## src/hdl/sfd_pkg.sv

```systemverilog
// sfd_pkg: types, codes and constants shared by the SPI frame deframer files.
// No dependencies; compiled first.
`default_nettype none

package sfd_pkg;

	localparam int unsigned BYTE_W    = 8;
	localparam int unsigned WORD_W    = 32;
	localparam int unsigned COUNT_W   = 16;
	localparam int unsigned PART_W    = 24;
	localparam int unsigned BIG_W     = 2;
	localparam int unsigned CMD_CNT_W = 5;
	localparam int unsigned KIND_W    = 2;
	localparam int unsigned CFG_IDX_W = 2;

	// command frame length, legal range 2..31
	localparam int unsigned CMD_LEN_DEF = 8;

	// result kinds
	localparam logic [KIND_W-1:0] RES_DATA   = 2'd0;
	localparam logic [KIND_W-1:0] RES_WB     = 2'd1;
	localparam logic [KIND_W-1:0] RES_CMD    = 2'd2;
	localparam logic [KIND_W-1:0] RES_HDRERR = 2'd3;

	// configuration register indexes
	localparam logic [CFG_IDX_W-1:0] REG_DATA_ID = 2'd0;
	localparam logic [CFG_IDX_W-1:0] REG_WB_ID   = 2'd1;
	localparam logic [CFG_IDX_W-1:0] REG_CMD_ID  = 2'd2;

	// configuration reset values
	localparam logic [BYTE_W-1:0] DATA_ID_RST = 8'd1;
	localparam logic [BYTE_W-1:0] WB_ID_RST   = 8'd2;
	localparam logic [BYTE_W-1:0] CMD_ID_RST  = 8'd3;

	// byte in group that completes a word
	localparam logic [BIG_W-1:0] BIG_LAST = 2'd3;

	typedef logic [BYTE_W-1:0]    byte_t;
	typedef logic [COUNT_W-1:0]   count_t;
	typedef logic [WORD_W-1:0]    word_t;
	typedef logic [KIND_W-1:0]    kind_t;
	typedef logic [CFG_IDX_W-1:0] cfg_idx_t;

	typedef enum logic [3:0] {
		FK_IDLE = 4'b0001,
		FK_DATA = 4'b0010,
		FK_WB   = 4'b0100,
		FK_CMD  = 4'b1000
	} frame_kind_t;

	typedef enum logic [4:0] {
		PH_HEAD1  = 5'b00001,
		PH_HEAD2  = 5'b00010,
		PH_CNT_HI = 5'b00100,
		PH_CNT_LO = 5'b01000,
		PH_DATA   = 5'b10000
	} phase_t;

endpackage

`default_nettype wire

```

## src/hdl/sfd_ifs.sv

```systemverilog
// sfd_ifs: valid/ready channel interfaces of the SPI frame deframer
// (received bytes, results, configuration writes). Depends on sfd_pkg.
`default_nettype none

interface sfd_byte_if;
	import sfd_pkg::*;
	logic  valid;
	logic  ready;
	byte_t rx_byte;
	modport source (output valid, output rx_byte, input ready);
	modport sink   (input valid, input rx_byte, output ready);
endinterface

interface sfd_result_if;
	import sfd_pkg::*;
	logic   valid;
	logic   ready;
	kind_t  kind;
	word_t  group_word;
	count_t group_index;
	logic   frame_end;
	count_t writeback_groups;
	count_t resend_times;
	logic   start_output;
	modport source (output valid, output kind, output group_word, output group_index,
		output frame_end, output writeback_groups, output resend_times,
		output start_output, input ready);
	modport sink   (input valid, input kind, input group_word, input group_index,
		input frame_end, input writeback_groups, input resend_times,
		input start_output, output ready);
endinterface

interface sfd_cfg_if;
	import sfd_pkg::*;
	logic     valid;
	logic     ready;
	cfg_idx_t index;
	byte_t    data;
	modport source (output valid, output index, output data, input ready);
	modport sink   (input valid, input index, input data, output ready);
endinterface

`default_nettype wire

```

## src/hdl/spi_frame_deframer.sv

```systemverilog
// spi_frame_deframer: splits received SPI bytes into data, write-back and
// command frames. Depends on sfd_pkg and the channel interfaces in sfd_ifs.
//
// Usage:
//   rx  : one received byte per word, valid/ready.
//   res : zero or one result word per accepted byte, valid/ready. kind tells
//         data group, write-back request or command done; fields that do not
//         belong to the kind read zero.
//   cfg : register writes (index 0 data ID, 1 write-back ID, 2 command ID);
//         always ready, index 3 is ignored. Write only while idle.
// Timing: the frame state is updated in the cycle a byte is accepted and
//   any result lands in the output register, visible the next cycle. One
//   byte per cycle sustained: rx.ready is high whenever the output register
//   is empty or being drained this cycle.
// Stall: if res.ready stays low while a result is held, rx.ready drops until
//   the result is taken; nothing is lost or repeated.
// Reset: arst_n clears the frame state to idle, the counters to zero, the
//   IDs to 1/2/3, and empties the output register.
// A data frame whose count is zero swallows every later byte until reset.
`default_nettype none

module spi_frame_deframer #(
	parameter int unsigned CMD_LEN = sfd_pkg::CMD_LEN_DEF
) (
	input  wire          clk,
	input  wire          arst_n,
	sfd_byte_if.sink     rx,
	sfd_result_if.source res,
	sfd_cfg_if.sink      cfg
);
	import sfd_pkg::*;

	// command done once the byte count reaches this
	localparam logic [CMD_CNT_W-1:0] CMD_END = CMD_CNT_W'(CMD_LEN);

	// ID registers
	byte_t data_id_q, wb_id_q, cmd_id_q;

	// frame state
	frame_kind_t           kind_q, kind_nx;
	phase_t                phase_q, phase_nx;
	count_t                exp_q, exp_nx;       // expected groups
	count_t                rcv_q, rcv_nx;       // groups received (kept after frame)
	logic [BIG_W-1:0]      big_q, big_nx;       // byte in group
	logic [PART_W-1:0]     part_q, part_nx;     // first three bytes of a group
	logic [CMD_CNT_W-1:0]  ccnt_q, ccnt_nx;     // command bytes seen
	count_t                resend_q, resend_nx;

	// output register
	logic   res_valid_q;
	kind_t  res_kind_q, kind_o;
	word_t  res_word_q, word_o;
	count_t res_index_q, index_o;
	logic   res_end_q, end_o;
	count_t res_wbg_q, wbg_o;
	count_t res_resend_q, resend_o;
	logic   res_start_q, start_o;
	logic   emit;

	logic                 rx_acc;
	byte_t                b;
	logic [CMD_CNT_W-1:0] ccnt_inc;
	count_t               rcv_inc;

	assign rx.ready  = !res_valid_q || res.ready;
	assign rx_acc    = rx.valid && rx.ready;
	assign b         = rx.rx_byte;
	assign cfg.ready = 1'b1;
	assign ccnt_inc  = ccnt_q + CMD_CNT_W'(1);
	assign rcv_inc   = rcv_q + COUNT_W'(1);

	// per-byte frame step
	always_comb begin
		kind_nx   = kind_q;
		phase_nx  = phase_q;
		exp_nx    = exp_q;
		rcv_nx    = rcv_q;
		big_nx    = big_q;
		part_nx   = part_q;
		ccnt_nx   = ccnt_q;
		resend_nx = resend_q;
		emit      = 1'b0;
		kind_o    = RES_DATA;
		word_o    = '0;
		index_o   = '0;
		end_o     = 1'b0;
		wbg_o     = '0;
		resend_o  = '0;
		start_o   = 1'b0;
		case (kind_q)
			FK_IDLE: begin
				// priority: data, then write-back, then command
				if (b == data_id_q) begin
					exp_nx   = '0;
					rcv_nx   = '0;
					big_nx   = '0;
					part_nx  = '0;
					kind_nx  = FK_DATA;
					phase_nx = PH_HEAD1;
				end else if (b == wb_id_q) begin
					kind_nx  = FK_WB;
					phase_nx = PH_HEAD1;
				end else if (b == cmd_id_q) begin
					ccnt_nx   = '0;
					resend_nx = '0;
					kind_nx   = FK_CMD;
				end
			end
			FK_DATA, FK_WB: begin
				case (phase_q)
					PH_HEAD1, PH_HEAD2: begin
						if (b == '0) begin
							phase_nx = (phase_q == PH_HEAD1) ? PH_HEAD2 : PH_CNT_HI;
						end else begin
							// bad header byte: back to idle, data frame drops its groups
							if (kind_q == FK_DATA) begin
								exp_nx  = '0;
								rcv_nx  = '0;
								big_nx  = '0;
								part_nx = '0;
							end
							kind_nx  = FK_IDLE;
							phase_nx = PH_HEAD1;
						end
					end
					PH_CNT_HI: begin
						phase_nx = PH_CNT_LO;
						if (kind_q == FK_DATA) begin
							exp_nx = {b, BYTE_W'(0)};
						end else begin
							emit    = 1'b1;
							kind_o  = RES_WB;
							wbg_o   = rcv_q;
						end
					end
					PH_CNT_LO: begin
						if (kind_q == FK_DATA) begin
							exp_nx   = {exp_q[COUNT_W-1:BYTE_W], b};
							phase_nx = PH_DATA;
						end else begin
							kind_nx  = FK_IDLE;
							phase_nx = PH_HEAD1;
						end
					end
					PH_DATA: begin
						if (kind_q == FK_DATA) begin
							// zero count never passes this test: frame hangs until reset
							if (rcv_q < exp_q) begin
								if (big_q != BIG_LAST) begin
									part_nx = {part_q[PART_W-BYTE_W-1:0], b};
									big_nx  = big_q + BIG_W'(1);
								end else begin
									emit    = 1'b1;
									kind_o  = RES_DATA;
									word_o  = {part_q, b};
									index_o = rcv_q;
									rcv_nx  = rcv_inc;
									big_nx  = '0;
									part_nx = '0;
									if (rcv_inc == exp_q) begin
										end_o    = 1'b1;
										kind_nx  = FK_IDLE;
										phase_nx = PH_HEAD1;
									end
								end
							end
						end else begin
							kind_nx  = FK_IDLE;
							phase_nx = PH_HEAD1;
						end
					end
					default: begin
						kind_nx  = FK_IDLE;
						phase_nx = PH_HEAD1;
					end
				endcase
			end
			FK_CMD: begin
				if (ccnt_q == CMD_CNT_W'(0)) begin
					resend_nx = {b, resend_q[BYTE_W-1:0]};
				end else if (ccnt_q == CMD_CNT_W'(1)) begin
					resend_nx = {resend_q[COUNT_W-1:BYTE_W], b};
				end
				ccnt_nx = ccnt_inc;
				if (ccnt_inc >= CMD_END) begin
					kind_nx  = FK_IDLE;
					emit     = 1'b1;
					kind_o   = RES_CMD;
					resend_o = resend_nx;
					start_o  = (rcv_q != '0);
				end
			end
			default: begin
				kind_nx  = FK_IDLE;
				phase_nx = PH_HEAD1;
			end
		endcase
	end

	// ID registers
	always_ff @(posedge clk or negedge arst_n) begin
		if (!arst_n) begin
			data_id_q <= DATA_ID_RST;
			wb_id_q   <= WB_ID_RST;
			cmd_id_q  <= CMD_ID_RST;
		end else if (cfg.valid) begin
			case (cfg.index)
				REG_DATA_ID: data_id_q <= cfg.data;
				REG_WB_ID:   wb_id_q   <= cfg.data;
				REG_CMD_ID:  cmd_id_q  <= cfg.data;
				default: ;
			endcase
		end
	end

	// frame state
	always_ff @(posedge clk or negedge arst_n) begin
		if (!arst_n) begin
			kind_q   <= FK_IDLE;
			phase_q  <= PH_HEAD1;
			exp_q    <= '0;
			rcv_q    <= '0;
			big_q    <= '0;
			part_q   <= '0;
			ccnt_q   <= '0;
			resend_q <= '0;
		end else if (rx_acc) begin
			kind_q   <= kind_nx;
			phase_q  <= phase_nx;
			exp_q    <= exp_nx;
			rcv_q    <= rcv_nx;
			big_q    <= big_nx;
			part_q   <= part_nx;
			ccnt_q   <= ccnt_nx;
			resend_q <= resend_nx;
		end
	end

	// output register: valid
	always_ff @(posedge clk or negedge arst_n) begin
		if (!arst_n) begin
			res_valid_q <= 1'b0;
		end else if (rx_acc && emit) begin
			res_valid_q <= 1'b1;
		end else if (res.ready) begin
			res_valid_q <= 1'b0;
		end
	end

	// output register: payload
	always_ff @(posedge clk) begin
		if (rx_acc && emit) begin
			res_kind_q   <= kind_o;
			res_word_q   <= word_o;
			res_index_q  <= index_o;
			res_end_q    <= end_o;
			res_wbg_q    <= wbg_o;
			res_resend_q <= resend_o;
			res_start_q  <= start_o;
		end
	end

	assign res.valid            = res_valid_q;
	assign res.kind             = res_kind_q;
	assign res.group_word       = res_word_q;
	assign res.group_index      = res_index_q;
	assign res.frame_end        = res_end_q;
	assign res.writeback_groups = res_wbg_q;
	assign res.resend_times     = res_resend_q;
	assign res.start_output     = res_start_q;

endmodule

`default_nettype wire
```

## src/flat_wrapper.sv

```systemverilog
// flat-port wrapper written by rule: the top's interface ports become plain ports
module spi_frame_deframer_flat import sfd_pkg::*;
#(
	parameter int unsigned CMD_LEN = sfd_pkg::CMD_LEN_DEF
)
  (clk, arst_n, rx_valid, rx_rx_byte, rx_ready, res_valid, res_kind, res_group_word, res_group_index, res_frame_end, res_writeback_groups, res_resend_times, res_start_output, res_ready, cfg_valid, cfg_index, cfg_data, cfg_ready);
  sfd_byte_if rx_i ();
  sfd_result_if res_i ();
  sfd_cfg_if cfg_i ();
  input  wire clk;
  input  wire arst_n;
  input wire logic [$bits(rx_i.valid)-1:0] rx_valid;
  input wire logic [$bits(rx_i.rx_byte)-1:0] rx_rx_byte;
  output wire logic [$bits(rx_i.ready)-1:0] rx_ready;
  output wire logic [$bits(res_i.valid)-1:0] res_valid;
  output wire logic [$bits(res_i.kind)-1:0] res_kind;
  output wire logic [$bits(res_i.group_word)-1:0] res_group_word;
  output wire logic [$bits(res_i.group_index)-1:0] res_group_index;
  output wire logic [$bits(res_i.frame_end)-1:0] res_frame_end;
  output wire logic [$bits(res_i.writeback_groups)-1:0] res_writeback_groups;
  output wire logic [$bits(res_i.resend_times)-1:0] res_resend_times;
  output wire logic [$bits(res_i.start_output)-1:0] res_start_output;
  input wire logic [$bits(res_i.ready)-1:0] res_ready;
  input wire logic [$bits(cfg_i.valid)-1:0] cfg_valid;
  input wire logic [$bits(cfg_i.index)-1:0] cfg_index;
  input wire logic [$bits(cfg_i.data)-1:0] cfg_data;
  output wire logic [$bits(cfg_i.ready)-1:0] cfg_ready;
  assign rx_i.valid = rx_valid;
  assign rx_i.rx_byte = rx_rx_byte;
  assign rx_ready = rx_i.ready;
  assign res_valid = res_i.valid;
  assign res_kind = res_i.kind;
  assign res_group_word = res_i.group_word;
  assign res_group_index = res_i.group_index;
  assign res_frame_end = res_i.frame_end;
  assign res_writeback_groups = res_i.writeback_groups;
  assign res_resend_times = res_i.resend_times;
  assign res_start_output = res_i.start_output;
  assign res_i.ready = res_ready;
  assign cfg_i.valid = cfg_valid;
  assign cfg_i.index = cfg_index;
  assign cfg_i.data = cfg_data;
  assign cfg_ready = cfg_i.ready;
  spi_frame_deframer #(.CMD_LEN(CMD_LEN)) u_core (.clk(clk), .arst_n(arst_n), .rx(rx_i), .res(res_i), .cfg(cfg_i));
endmodule
```

## config.mk

```make
export PLATFORM = sky130hd
export DESIGN_NAME = spi_frame_deframer_flat
export DESIGN_NICKNAME = d
export VERILOG_FILES = /design/src/hdl/sfd_pkg.sv /design/src/hdl/sfd_ifs.sv /design/src/hdl/spi_frame_deframer.sv /design/src/flat_wrapper.sv
export SDC_FILE = /design/constraint.sdc
export NUM_CORES = 1
export LEC_CHECK = 0
export BUFFER_PORTS_ARGS = -buffer_cell sky130_fd_sc_hd__buf_4
export CAP_MARGIN = 5
export CORE_MARGIN = 2
export CORE_UTILIZATION = 40
export CTS_BUF_LIST = sky130_fd_sc_hd__clkbuf_2
export DETAILED_ROUTE_END_ITERATION = 10
export GPL_ROUTABILITY_DRIVEN = 1
export GPL_TIMING_DRIVEN = 1
export HOLD_SLACK_MARGIN = 0.05
export SYNTH_ARGS = -nofsm -noshare
export SYNTH_HDL_FRONTEND = slang
export SYNTH_SLANG_ARGS = --single-unit
```

## constraint.sdc

```tcl
create_clock -name clk -period 7.8 [get_ports clk]
set_clock_uncertainty 0.1 [all_clocks]
set_input_delay 0.78 -clock clk [delete_from_list [all_inputs] [get_ports clk]]
set_output_delay 0.78 -clock clk [all_outputs]
set_load 0.02 [all_outputs]
```

==> results.cfg <==
[layout]
post-route-cell-area_sq_mm = 0.0111
num-fill-cells = 2240
nNetsFinal = 1022
flow.area_growth_from_synthesis_pct = 14.5
drive_above_1_share = 0.199

[logic_synthesis]
synth-compound-area-share = 0.0927
synth_seq_cells = 197
synth_area_sq_mm = 0.00965
synthXorXnorAreaFrac = 0.0381
synth_flop_cell = dfrtp_1
synthArstFlopShare = 0.574
muxShareOfSynthArea = 0.0835
dominant_combinational_cell_family_by_area_after_synthesis = simple AND/OR/NAND/NOR gates
ys_warn_count = 0
syn_nets = 924
sequential_fraction_of_the_synthesis_area = 0.555
synth_cells = 879
synth_cell_type_count = 67
synth_common_cells = 107 x dfrtp_1, 97 x nand2_1, 84 x edfxtp_1
synth_adder_area_share = 0.0285
synth.largest_area_cell = dfrtp_1
synth.most_common_cell = dfrtp_1
synth_enable_flop_cells = 84
synth_area_per_cell_sq_um = 11.0
largest_cells_by_area_after_synthesis = dfrtp_1 28%, edfxtp_1 26%, mux2i_1 5.1%, nand2_1 3.8%, mux2_2 3.3%
synthSimpleGateAreaFrac = 0.160
post-synth-top-area-fraction = 0.277

[timing]
finalSetupViolCount = 0
period_needed_ns = 3.92
setup_repair_after_global_routing_missed_its_margin = no
max_freq_mhz = 255
share_of_the_clock_period_used_by_the_worst_path_after_layout = 0.503
final-max-slew-violation-count = 0
finalHoldViolations = 0
total_negative_setup_slack_ns = 0
slew_headroom = 0.184
postLayoutSetupSlackWorst_ns = 3.88
worst-slew-pin-transition_ns = 1.22

[floorplanning]
std_cell_rows = 56
top_level_ports = 110
starting_density_of_the_core = 0.409
dieHeight_microns = 159
core_sq_mm = 0.0236
chipWidth_microns = 159
die-area_sq_mm = 0.0254

[flow_run]
max_cap_violations = 0

[global_routing]
grt_overflow_total = 0
first_global_vias = 6629
first_pass_grt_wire_length_mm = 36.6
globalRouteTotalUtil = 0.183
grt_start_max_net_pins = 65
antenna_found_initial = 1

[cts]
numCtsBuffers = 17
clk_pin_slew_ns = 0.28
cts.htree.levels = 4
cts_setup_buffers = 0
cts_sinks = 197
max-clock-path-buffers = 2
cts_root_buf = clkbuf_2
tritoncts = yes
clock_latency_ns = 0.82

[worst_hold_path]
timing.hold.worst.class = input pin to flip-flop

[critical_path]
endpoint_kind = flip-flop
critical_path.max_fanout = 36
critical_path_required_ns = 8.17
startpoint_type = flip-flop
crit_path_dat_ns = 4.29
worstSetupPathType = flip-flop to flip-flop

[power_and_ir_drop]
irDropWorstVdd_uv = 125
power.density_cell_area_mw_per_mm2 = 222
power.static_leakage_nw = 4.74

[place]
buffer_ports.inserted = 108
dpl-instance-area_sq_mm = 0.0108
preCtsSetupSlack_ns = 3.90
detailedPlacementHpwl_mm = 15.7
place.gp.congestion = 0.883

[route]
vias = 6786
drc = 0
detailedRoute.firstPassIterationCount = 5
detailedRoute.firstIterationViolations = 598
post_drt_wl_per_cell_microns = 17.5
drt_via_density = 5.18
postRouteAntennaNets = 0
drt_wl_total_mm = 22.9

[run_status]
run_status = finished clean
[logic make-up (layout without fill, tap and decap cells)]
kind of cell             Yosys count  count (layout)
multiplexers                      77              77
AO/OA/AOI/OAI                    131             131
AND/OR/NAND/NOR                  310             310
XOR/XNOR                          42              42
buffers and inverters             99             210
flip-flops                       197             197
other                              1               3
adder cells (fa/ha/maj)           22              22
[cells in the final DEF (no fill, tap or decap), types with 3 or more instances in the layout]
cell           Yosys  routed
nor4b_1            4       4
nand2_1           97      97
a31oi_1           15      14
and2_1            32      32
a211o_1            3       3
nand3_1           17      17
a21oi_1           24      24
dfrtp_1          107     107
inv_6              0       4
a21boi_0           4       3
o22ai_1            4       4
nand4_1           12      12
or3_1              3       3
o31ai_1            9       9
nor3_1             9       9
dlygate4sd3_1      0       5
nor2_1            70      70
and3_1             8       8
mux2i_1           49      49
ha_1              22      22
inv_1             54      54
o21ai_0           24      24
edfxtp_1          84      84
xnor2_1           12      12
a21o_1             7       7
nand2b_1           8       8
buf_4              2     119
and2_0             3       3
or4_1              3       3
a22o_1            17      17
nor4_1            18      18
mux2_2            28      28
xor2_1            30      30
clkbuf_2           2      18
or2_2              3       3
o21a_1             4       4
dfstp_2            6       6
nor2b_1            8       8
nand3b_1           5       5
[timing repair]
action / in CTS / in global routing
hold endpoints to repair: 44 / 10
hold buffers: 1 / 4
gates resized for setup: 0 / 0
[power breakdown]
part / total [mW] / internal, mW / leakage, nW / switching (mW)
combinational: 0.581 / 0.250 / 2.54 / 0.331
sequential: 1.35 / 1.23 / 2.06 / 0.120
clock: 0.514 / 0.129 / 0.142 / 0.385
total: 2.45 / 1.61 / 4.74 / 0.836
[state kept, by name (all words and copies together) (netlist names), 8 cells and up]
register                     count
u_core.resend_q                 16
u_core.data_id_q                 8
u_core.res.group_index          16
u_core.res.group_word           32
u_core.exp_q                    16
u_core.res.resend_times         16
u_core.cmd_id_q                  8
u_core.wb_id_q                   8
u_core.rcv_q                    16
u_core.part_q                   24
u_core.res.writeback_groups     16
[routing by layer]
metal	vias up	track usage	wire, microns
li1	3293	-	-
met1	3279	0.255	10700
met2	186	0.293	10800
met3	28	0.0328	1020
met4	0	0.0554	352
met5	-	0	0
[cell type report]
class / instances / area [sq um] / share of cell area
sequential: 197 / 5360 / 0.485
multi-input combinational: 583 / 3910 / 0.354
timing repair buffer: 124 / 943 / 0.0854
tap: 319 / 399 / 0.0361
inverter: 54 / 203 / 0.0183
clock inverter: 14 / 146 / 0.0132
clock buffer: 18 / 90.1 / 0.00815
antenna: 2 / 5.00 / 0.000453
[worst max-delay path: stages (launching register included)]
cell and delay [ns]:
dfrtp_1 0.50, nor2b_1 0.27, o21ai_0 0.45, nor3_2 0.60
nand2_1 0.40, a31oi_4 0.74, buf_4 0.53
[per-stage QoR]
| step | utilization | hold slack (ns) | total power [mW] | instances |
|---|---|---|---|---|
| after floorplan | - | 0.366 | 1.78 | 879 |
| after global placement | 0.456 | 0.384 | 1.94 | 1272 |
| after detailed placement | 0.456 | 0.384 | 1.95 | 1272 |
| after CTS | 0.466 | 0.0632 | 2.46 | 1305 |
| after global routing | 0.468 | 0.0510 | 2.60 | 1311 |
| final | 0.468 | 0.130 | 2.45 | 1311 |
[worst paths after layout]
path                                   start                          to  slack [ns]  cells after the start
min                              cfg_data[5]         u_core.data_id_q[5]        0.13                      2
min reg2reg                u_core.part_q[11]           u_core.part_q[19]        0.43                      2
max in group asynchronous             arst_n            u_core.kind_q[2]        5.84                      3
min in group asynchronous             arst_n            u_core.exp_q[12]        0.38                      2
max reg2reg                 u_core.kind_q[1]  u_core.res.resend_times[0]        3.88                      6
max                         u_core.kind_q[1]  u_core.res.resend_times[0]        3.88                      6
(Power assumes the default switching activity.)
